<file path="src/rtl/heating_relay_supervisor_top_defines.svh">
// ----------------------------------------------------------------------------
// heating relay supervisor assertion macros
// shared property forms for the relay supervisor checks, sampled on clk
// and disabled while arst_n is low
// ----------------------------------------------------------------------------
`ifndef HEATING_RELAY_SUPERVISOR_TOP_DEFINES_SVH
`define HEATING_RELAY_SUPERVISOR_TOP_DEFINES_SVH

// same-cycle implication
`define HRS_ASSERT_IMP(lbl, ante, cons, msg) \
	lbl: assert property (@(posedge clk) disable iff (!arst_n) (ante) |-> (cons)) \
		else $error(msg);

// next-cycle implication
`define HRS_ASSERT_NXT(lbl, ante, cons, msg) \
	lbl: assert property (@(posedge clk) disable iff (!arst_n) (ante) |=> (cons)) \
		else $error(msg);

`endif

</file>
<file path="src/rtl/hrs_pkg.sv">
// ----------------------------------------------------------------------------
// hrs_pkg
// types and constants shared by the heating relay supervisor modules
// ----------------------------------------------------------------------------
`timescale 1ns / 1ps

package hrs_pkg;

	localparam logic [15:0] STARTUP_MS = 16'd3000;
	localparam logic [15:0] MINUTE_MS  = 16'd60000;
	localparam logic signed [11:0] LIMIT_HYST = 12'sd30;

	// configuration register indexes
	localparam int unsigned CFG_IDX_W = 3;
	localparam int unsigned CFG_DATA_W = 10;
	localparam logic [CFG_IDX_W-1:0] REG_SENSOR_MODE_ALL     = 3'd0;
	localparam logic [CFG_IDX_W-1:0] REG_FLOOR_LIMIT_TEMP    = 3'd1;
	localparam logic [CFG_IDX_W-1:0] REG_TIME_CONTROL_ON     = 3'd2;
	localparam logic [CFG_IDX_W-1:0] REG_RUN_MINUTES         = 3'd3;
	localparam logic [CFG_IDX_W-1:0] REG_REST_MINUTES        = 3'd4;
	localparam logic [CFG_IDX_W-1:0] REG_RELAY_OUT_TYPE      = 3'd5;
	localparam logic [CFG_IDX_W-1:0] REG_LOW_TEMP_PROTECT_ON = 3'd6;

	// run status codes
	localparam logic [1:0] RS_NORMAL    = 2'd0;
	localparam logic [1:0] RS_POWER_OFF = 2'd1;
	localparam logic [1:0] RS_HIGH_SET  = 2'd2;
	localparam logic [1:0] RS_TIMING    = 2'd3;

	// relay output types
	localparam logic [1:0] OUT_BOTH      = 2'd0;
	localparam logic [1:0] OUT_MAIN_ONLY = 2'd1;
	localparam logic [1:0] OUT_INVERTED  = 2'd2;
	localparam logic [1:0] OUT_INV_OFF   = 2'd3;

	// duty phase codes as shown on the result
	localparam logic [1:0] DUTY_CODE_IDLE = 2'd0;
	localparam logic [1:0] DUTY_CODE_RUN  = 2'd1;
	localparam logic [1:0] DUTY_CODE_REST = 2'd2;

	typedef enum logic [2:0] {
		SU_INIT  = 3'b001,
		SU_DELAY = 3'b010,
		SU_RUN   = 3'b100
	} startup_t;

	typedef enum logic [2:0] {
		DUTY_IDLE = 3'b001,
		DUTY_RUN  = 3'b010,
		DUTY_REST = 3'b100
	} duty_t;

	typedef struct packed {
		logic       sensor_mode_all;
		logic [9:0] floor_limit_temp;
		logic       time_control_on;
		logic [7:0] run_minutes;
		logic [7:0] rest_minutes;
		logic [1:0] relay_out_type;
		logic       low_temp_protect_on;
	} hrs_cfg_t;

	typedef struct packed {
		logic [15:0]        now_ms;
		logic               floor_demand;
		logic [1:0]         run_status;
		logic               timing_display_on;
		logic               system_error;
		logic signed [10:0] floor_temp;
	} hrs_item_t;

	typedef struct packed {
		startup_t    startup_phase;
		logic [15:0] startup_mark;
		logic        limit_flag;
		duty_t       duty_phase;
		logic [7:0]  minute_count;
		logic [15:0] minute_mark;
		logic        timer_indicator;
		logic        main_out;
		logic        assist_out;
	} hrs_state_t;

	typedef struct packed {
		logic       main_relay_on;
		logic       assist_relay_on;
		logic       heat_request;
		logic       over_limit;
		logic [1:0] timer_phase;
		logic       timer_shown;
	} hrs_result_t;

endpackage

</file>
<file path="src/rtl/heating_relay_supervisor_top.sv">
// ----------------------------------------------------------------------------
// heating_relay_supervisor_top
// relay request supervisor for a floor heating controller: start-up delay,
// floor over-limit hysteresis, run/rest duty timer, relay output mapping
// ----------------------------------------------------------------------------
//
// channel   direction  handshake               payload
// in        input      in_valid / in_stall     now_ms .. floor_temp, one scan
// out       output     out_valid / out_stall   main_relay_on .. timer_shown
// cfg       input      cfg_we (no handshake)   cfg_index, cfg_data
//
// one scan per cycle sustained while out_stall stays low; a scan is accepted
// into the input register, evaluated combinationally from it and registered
// into the result register, which drives out_valid, once that register can load
// the supervisor state updates as the scan moves into the result register,
// which is the only loop
// arst_n clears the valid flags, the supervisor state and the cfg registers
// out_stall holds the result register; the input register still takes one
// more scan if it is empty, then in_stall rises
//
`timescale 1ns / 1ps

`include "heating_relay_supervisor_top_defines.svh"

module heating_relay_supervisor_top (
	input  logic                           clk,
	input  logic                           arst_n,

	// configuration write port
	input  logic                           cfg_we,
	input  logic [hrs_pkg::CFG_IDX_W-1:0]  cfg_index,
	input  logic [hrs_pkg::CFG_DATA_W-1:0] cfg_data,

	// scan input channel
	input  logic                           in_valid,
	output logic                           in_stall,
	input  logic [15:0]                    now_ms,
	input  logic                           floor_demand,
	input  logic [1:0]                     run_status,
	input  logic                           timing_display_on,
	input  logic                           system_error,
	input  logic signed [10:0]             floor_temp,

	// result channel
	output logic                           out_valid,
	input  logic                           out_stall,
	output logic                           main_relay_on,
	output logic                           assist_relay_on,
	output logic                           heat_request,
	output logic                           over_limit,
	output logic [1:0]                     timer_phase,
	output logic                           timer_shown
);
	import hrs_pkg::*;

	hrs_cfg_t    cfg;
	hrs_item_t   item_s1;
	logic        valid_s1;
	hrs_state_t  st_q;
	hrs_state_t  st_next;
	hrs_result_t res;
	hrs_result_t res_q;
	logic        out_valid_q;
	logic        advance;
	logic        in_take;

	// configuration registers
	hrs_cfg u_cfg (
		.clk       (clk),
		.arst_n    (arst_n),
		.cfg_we    (cfg_we),
		.cfg_index (cfg_index),
		.cfg_data  (cfg_data),
		.cfg       (cfg)
	);

	// result register can load when empty or when its transaction completes
	assign advance  = !out_valid_q || !out_stall;
	// input register refuses only while it holds a scan that cannot move on
	assign in_stall = valid_s1 && !advance;
	assign in_take  = in_valid && !in_stall;

	// input register
	always_ff @(posedge clk or negedge arst_n) begin
		if (!arst_n) begin
			valid_s1 <= 1'b0;
		end else if (in_take) begin
			valid_s1 <= 1'b1;
		end else if (advance) begin
			valid_s1 <= 1'b0;
		end
	end

	always_ff @(posedge clk) begin
		if (in_take) begin
			item_s1.now_ms            <= now_ms;
			item_s1.floor_demand      <= floor_demand;
			item_s1.run_status        <= run_status;
			item_s1.timing_display_on <= timing_display_on;
			item_s1.system_error      <= system_error;
			item_s1.floor_temp        <= floor_temp;
		end
	end

	// scan evaluation
	hrs_step u_step (
		.st      (st_q),
		.cfg     (cfg),
		.item    (item_s1),
		.st_next (st_next),
		.res     (res)
	);

	// supervisor state commits together with the result
	always_ff @(posedge clk or negedge arst_n) begin
		if (!arst_n) begin
			st_q.startup_phase   <= SU_INIT;
			st_q.startup_mark    <= 16'd0;
			st_q.limit_flag      <= 1'b0;
			st_q.duty_phase      <= DUTY_IDLE;
			st_q.minute_count    <= 8'd0;
			st_q.minute_mark     <= 16'd0;
			st_q.timer_indicator <= 1'b0;
			st_q.main_out        <= 1'b0;
			st_q.assist_out      <= 1'b0;
		end else if (valid_s1 && advance) begin
			st_q <= st_next;
		end
	end

	// result register
	always_ff @(posedge clk or negedge arst_n) begin
		if (!arst_n) begin
			out_valid_q <= 1'b0;
		end else if (advance) begin
			out_valid_q <= valid_s1;
		end
	end

	always_ff @(posedge clk) begin
		if (valid_s1 && advance)
			res_q <= res;
	end

	assign out_valid       = out_valid_q;
	assign main_relay_on   = res_q.main_relay_on;
	assign assist_relay_on = res_q.assist_relay_on;
	assign heat_request    = res_q.heat_request;
	assign over_limit      = res_q.over_limit;
	assign timer_phase     = res_q.timer_phase;
	assign timer_shown     = res_q.timer_shown;

	// checks
	`HRS_ASSERT_IMP(a_rest_no_heat, out_valid_q && (res_q.timer_phase == DUTY_CODE_REST), !res_q.heat_request, "heat requested during rest phase")
	`HRS_ASSERT_IMP(a_shown_match, out_valid_q, res_q.timer_shown == (res_q.timer_phase != DUTY_CODE_IDLE), "timer indicator disagrees with duty phase")
	`HRS_ASSERT_IMP(a_startup_no_heat, out_valid_q && (st_q.startup_phase != SU_RUN), !res_q.heat_request, "heat requested before start-up delay ended")
	`HRS_ASSERT_NXT(a_held_scan_kept, valid_s1 && !advance, valid_s1, "held scan dropped from input register")

endmodule

</file>
<file path="src/rtl/hrs_cfg.sv">
// ----------------------------------------------------------------------------
// hrs_cfg
// configuration register file with write-only indexed access
// ----------------------------------------------------------------------------
`timescale 1ns / 1ps

module hrs_cfg (
	input  logic                            clk,
	input  logic                            arst_n,
	input  logic                            cfg_we,
	input  logic [hrs_pkg::CFG_IDX_W-1:0]   cfg_index,
	input  logic [hrs_pkg::CFG_DATA_W-1:0]  cfg_data,
	output hrs_pkg::hrs_cfg_t               cfg
);
	import hrs_pkg::*;

	hrs_cfg_t cfg_q;

	always_ff @(posedge clk or negedge arst_n) begin
		if (!arst_n) begin
			cfg_q.sensor_mode_all     <= 1'b0;
			cfg_q.floor_limit_temp    <= 10'd350;
			cfg_q.time_control_on     <= 1'b0;
			cfg_q.run_minutes         <= 8'd30;
			cfg_q.rest_minutes        <= 8'd30;
			cfg_q.relay_out_type      <= OUT_BOTH;
			cfg_q.low_temp_protect_on <= 1'b0;
		end else if (cfg_we) begin
			unique case (cfg_index)
				REG_SENSOR_MODE_ALL:     cfg_q.sensor_mode_all     <= cfg_data[0];
				REG_FLOOR_LIMIT_TEMP:    cfg_q.floor_limit_temp    <= cfg_data[9:0];
				REG_TIME_CONTROL_ON:     cfg_q.time_control_on     <= cfg_data[0];
				REG_RUN_MINUTES:         cfg_q.run_minutes         <= cfg_data[7:0];
				REG_REST_MINUTES:        cfg_q.rest_minutes        <= cfg_data[7:0];
				REG_RELAY_OUT_TYPE:      cfg_q.relay_out_type      <= cfg_data[1:0];
				REG_LOW_TEMP_PROTECT_ON: cfg_q.low_temp_protect_on <= cfg_data[0];
				default: begin
				end
			endcase
		end
	end

	assign cfg = cfg_q;

endmodule

</file>
<file path="src/rtl/hrs_step.sv">
// ----------------------------------------------------------------------------
// hrs_step
// one scan of the supervisor: next state and result from state, config, item
// ----------------------------------------------------------------------------
`timescale 1ns / 1ps

module hrs_step (
	input  hrs_pkg::hrs_state_t  st,
	input  hrs_pkg::hrs_cfg_t    cfg,
	input  hrs_pkg::hrs_item_t   item,
	output hrs_pkg::hrs_state_t  st_next,
	output hrs_pkg::hrs_result_t res
);
	import hrs_pkg::*;

	logic [15:0]        startup_elapsed;
	logic [15:0]        minute_elapsed;
	logic [7:0]         count_inc;
	logic [7:0]         phase_limit;
	logic signed [11:0] temp_ext;
	logic signed [11:0] limit_ext;
	logic signed [11:0] limit_low;
	logic               enable;
	logic               heat;

	assign startup_elapsed = item.now_ms - st.startup_mark;
	assign minute_elapsed  = item.now_ms - st.minute_mark;
	assign count_inc       = st.minute_count + 8'd1;
	assign phase_limit     = (st.duty_phase == DUTY_REST) ? cfg.rest_minutes : cfg.run_minutes;
	assign temp_ext        = {item.floor_temp[10], item.floor_temp};
	assign limit_ext       = signed'({2'b00, cfg.floor_limit_temp});
	assign limit_low       = limit_ext - LIMIT_HYST;

	always_comb begin
		unique case (item.run_status)
			RS_POWER_OFF, RS_HIGH_SET: enable = 1'b0;
			RS_TIMING:                 enable = !item.timing_display_on;
			default:                   enable = !item.system_error;
		endcase
	end

	always_comb begin
		st_next = st;
		heat    = 1'b0;

		priority if (st.startup_phase == SU_INIT) begin
			st_next.startup_mark  = item.now_ms;
			st_next.startup_phase = SU_DELAY;
		end else if (st.startup_phase == SU_DELAY) begin
			if (startup_elapsed > STARTUP_MS)
				st_next.startup_phase = SU_RUN;
		end else begin
			// demand and floor limit
			if (enable) begin
				heat = item.floor_demand;
				if (item.floor_demand && cfg.sensor_mode_all) begin
					if (item.system_error)
						st_next.limit_flag = 1'b0;
					else if (temp_ext >= limit_ext)
						st_next.limit_flag = 1'b1;
					else if (temp_ext <= limit_low)
						st_next.limit_flag = 1'b0;
					if (st_next.limit_flag)
						heat = 1'b0;
				end else begin
					st_next.limit_flag = 1'b0;
				end
			end else begin
				heat = (item.run_status == RS_POWER_OFF) && cfg.low_temp_protect_on &&
					!item.system_error && item.floor_demand;
			end

			// run/rest duty timer
			if (cfg.time_control_on && enable && heat) begin
				if (st.duty_phase == DUTY_IDLE) begin
					st_next.minute_count    = 8'd0;
					st_next.duty_phase      = DUTY_RUN;
					st_next.minute_mark     = item.now_ms;
					st_next.timer_indicator = 1'b1;
				end else if (minute_elapsed >= MINUTE_MS) begin
					st_next.minute_mark  = item.now_ms;
					st_next.minute_count = count_inc;
					if (count_inc >= phase_limit) begin
						st_next.minute_count = 8'd0;
						st_next.duty_phase   = (st.duty_phase == DUTY_REST) ? DUTY_RUN : DUTY_REST;
					end
				end
			end else begin
				st_next.minute_count    = 8'd0;
				st_next.duty_phase      = DUTY_IDLE;
				st_next.minute_mark     = item.now_ms;
				st_next.timer_indicator = 1'b0;
			end
			if (st_next.duty_phase == DUTY_REST)
				heat = 1'b0;

			// relay mapping
			unique case (cfg.relay_out_type)
				OUT_BOTH: begin
					st_next.main_out   = heat;
					st_next.assist_out = heat;
				end
				OUT_MAIN_ONLY: begin
					st_next.main_out   = heat;
					st_next.assist_out = !heat;
				end
				OUT_INVERTED: begin
					st_next.main_out   = !heat;
					st_next.assist_out = !heat;
				end
				OUT_INV_OFF: begin
					st_next.main_out   = !heat &&
						((item.run_status != RS_POWER_OFF) || cfg.low_temp_protect_on);
					st_next.assist_out = st_next.main_out;
				end
				default: begin
				end
			endcase
		end
	end

	always_comb begin
		res.main_relay_on   = st_next.main_out;
		res.assist_relay_on = st_next.assist_out;
		res.heat_request    = heat;
		res.over_limit      = st_next.limit_flag;
		res.timer_shown     = st_next.timer_indicator;
		unique case (st_next.duty_phase)
			DUTY_RUN:  res.timer_phase = DUTY_CODE_RUN;
			DUTY_REST: res.timer_phase = DUTY_CODE_REST;
			default:   res.timer_phase = DUTY_CODE_IDLE;
		endcase
	end

endmodule

</file>
<file path="config.mk">
export PLATFORM = sky130hd
export DESIGN_NAME = heating_relay_supervisor_top
export DESIGN_NICKNAME = d
export VERILOG_FILES = /design/src/rtl/hrs_pkg.sv /design/src/rtl/heating_relay_supervisor_top.sv /design/src/rtl/hrs_cfg.sv /design/src/rtl/hrs_step.sv
export VERILOG_INCLUDE_DIRS = /design/src /design/src/rtl
export SDC_FILE = /design/constraint.sdc
export NUM_CORES = 1
export LEC_CHECK = 0
export ABC_AREA = 1
export ABC_CLOCK_PERIOD_IN_PS = 6600
export BUFFER_PORTS_ARGS = -buffer_cell sky130_fd_sc_hd__buf_2
export CORE_UTILIZATION = 40
export DETAILED_ROUTE_END_ITERATION = 8
export PLACE_DENSITY_LB_ADDON = 0.12
export SYNTH_ARGS = -nofsm -noshare
export SYNTH_HDL_FRONTEND = slang
export SYNTH_SLANG_ARGS = --single-unit
</file>
<file path="constraint.sdc">
create_clock -name clk -period 6.6 [get_ports clk]
set_clock_uncertainty 0.15 [all_clocks]
set_input_delay 1.65 -clock clk [delete_from_list [all_inputs] [get_ports clk]]
set_output_delay 1.65 -clock clk [all_outputs]
set_load 0.02 [all_outputs]
</file>
==> results_dict.tcl <==
set metrics [dict create \
    status "finished, final reports clean" \
    syn_inst 956 \
    final_cell_mix "nand2_1 (240), inv_1 (157), o21ai_0 (72)" \
    min_from "valid_s1" \
    post_layout_nonfiller_instances 1298 \
    min_path_type "reg -> reg" \
    power.leakage_nw 4.45 \
    rr_startpoint "u_cfg.cfg[21]" \
    gp_congestion 0.807 \
    synth_edf_count 39 \
    holdWs_ps 310 \
    clock_tree.buffer_depth 2 \
    synth-seq-cells 122 \
    num_vias 5974 \
    cts_tree "built" \
    setup_tns_ps 0 \
    min_period_ps 4040 \
    drtAntennaViolNets 0 \
    antenna_found_initial 0 \
    drtIter0Drc 321 \
    syn_area_um2 7750 \
    clk_pin_slew_ps 60 \
    die-height_um 141 \
    synthTopCellsByArea "dfrtp_1 (22%), edfxtp_1 (15%), nand2_1 (12%), ha_1 (9.7%), inv_1 (7.6%)" \
    core_area_um2 18800 \
    drive_gt1_share_pct 16.5 \
    ys_types 54 \
    track_usage_pct 18.1 \
    grt_pass1_wl_um 28000 \
    overflow 0 \
    path_class "reg -> reg" \
    wl_um 16500 \
    drc 0 \
    postCtsHoldBufs 0 \
    synth_top_area_share_pct 21.6 \
    worst_slew_pin_slew_ps 1120 \
    yosysWarnings 0 \
    ios 59 \
    postCtsSetupBuffers 0 \
    rsz0062_at_grt "false" \
    placed_cells 1266 \
    ctsResizeCount 0 \
    timing.fmax_mhz 247 \
    row_count 50 \
    clockRootBuffer "clkbuf_16" \
    dp_hpwl_um 12400 \
    diodes 0 \
    avgSynthCellArea_um2 8.11 \
    ir_worst_vdd_mv 0.181 \
    max-cap-violations 0 \
    area_growth_pct 16.4 \
    cts_sinks 122 \
    die-area_um2 19900 \
    setup_viol 0 \
    start_kind "register" \
    die_x_um 141 \
    via_per_inst 4.60 \
    layout_commonest_cell "nand2_1" \
    synthArstFlopShare_pct 68.0 \
    start_util_pct 41.1 \
    cp.required_ps 6740 \
    drv_slew 0 \
    fillers 1843 \
    grt_max_degree 51 \
    htree_levels 4 \
    cp-end-kind "register" \
    port_buffers 58 \
    cts_buffers 17 \
    syn_nets 1068 \
    timing.slew.headroom_pct 25.2 \
    yosysTopAreaCell "dfrtp_1" \
    path_max_fanout 27 \
    critPathArrivalTime_ps 4180 \
    grt_pass1_vias 5686 \
    nNetsFinal 1137 \
    fin_crit_sh_pct 61.2 \
    ys_seq_area_share_pct 42.2 \
    clkLatencyLatePin_ps 420 \
    first_pass_iters 5 \
    hold_violations 0 \
    p_per_area_nw_per_um2 304 \
    wl_per_cell_um 12.7 \
    startpoint "u_cfg.cfg[21]" \
    ys.flop_type "dfrtp_1" \
]
[layout make-up]
cell class	instances	area [um^2]	share of cell area [%]
clock buffers	17	425	4.72
clock inverters	15	259	2.87
inverters	166	623	6.91
multi-input cells	656	3800	42.1
flip-flops and latches	122	3270	36.2
well taps	260	325	3.61
repair buffers	62	323	3.58
[state kept, by name, indices dropped and copies added (netlist names)]
name,cells
main_relay_on,1
timer_phase,2
over_limit,1
assist_relay_on,1
u_cfg.cfg,31
st_q,50
timer_shown,1
item_s1,32
valid_s1,1
out_valid,1
heat_request,1
[stage by stage]
stage | cell area [um^2] | worst slack (ps) | utilization (%) | power (mW)
after global routing | 9020 | 2150 | 47.9 | 2.94
final | 9020 | 2560 | 47.9 | 2.75
after global placement | 8340 | 2660 | 44.3 | 1.67
after detailed placement | 8340 | 2560 | 44.3 | 1.67
after CTS | 9020 | 2510 | 47.9 | 2.78
after floorplan | 7750 | 2770 | - | 1.50
[critical path: stages (launching register included)]
cell and delay, ps:
dfstp_2 560, inv_1 60, nor3_1 340, a21oi_1 160
nand2_1 90, nor2_1 60, xor2_1 150, ha_1 300
nand2_1 60, nor2_1 110, and2_1 160, nand2_1 70
nand3_1 80, nand2_1 50, nand3_1 60, nand2_1 110
nand3_2 110, nand3_4 110, nor2_4 150, inv_2 60
o21ai_4 330, inv_2 360, nand2_1 170, o21ai_2 60
[worst paths after layout]
path / end / slack (ps) / depth (start not counted)
min in group asynchronous: st_q[35] / 1110 / 1
max in group asynchronous: st_q[27] / 4220 / 2
min: out_valid / 310 / 2
max: st_q[6] / 2560 / 23
max reg2reg: st_q[6] / 2560 / 23
min reg2reg: out_valid / 310 / 2
[Yosys cell counts, types with 8 or more instances]
| cell | count |
|---|---|
| o21ai_2 | 13 |
| ha_1 | 60 |
| nor3_1 | 8 |
| nand2_1 | 240 |
| inv_2 | 9 |
| nand2_2 | 15 |
| o21ai_0 | 72 |
| a21oi_1 | 43 |
| xor2_1 | 18 |
| nand4_1 | 13 |
| edfxtp_1 | 39 |
| dfrtp_1 | 67 |
| inv_1 | 157 |
| dfstp_2 | 16 |
| nand3_1 | 49 |
| nor2_1 | 55 |
[cell families (layout without fill, tap and decap cells)]
| group | count (synthesis) | in the layout | synth area share, % |
|---|---|---|---|
| AND/OR/NAND/NOR | 406 | 406 | 23.1 |
| multiplexers | 8 | 8 | 1.05 |
| XOR/XNOR | 25 | 25 | 2.83 |
| AO/OA/AOI/OAI | 155 | 155 | 11.8 |
| adder cells (fa/ha/maj) | 62 | 62 | 10.2 |
| flip-flops | 122 | 122 | 42.2 |
| buffers and inverters | 178 | 260 | 8.83 |
[routing by layer]
layer	GRT usage (%)	part of all wire (%)	wire (um)
met4	5.84	1.0	165
met5	0	0	0
met1	25.6	53	8720
met3	3.91	3.2	521
met2	27.3	43	7110
[power breakdown]
part | internal [mW] | switching (mW)
Sequential | 0.890 | 0.0536
Clock | 0.717 | 0.371
Combinational | 0.261 | 0.452
Total | 1.87 | 0.877
(Power assumes the default switching activity.)
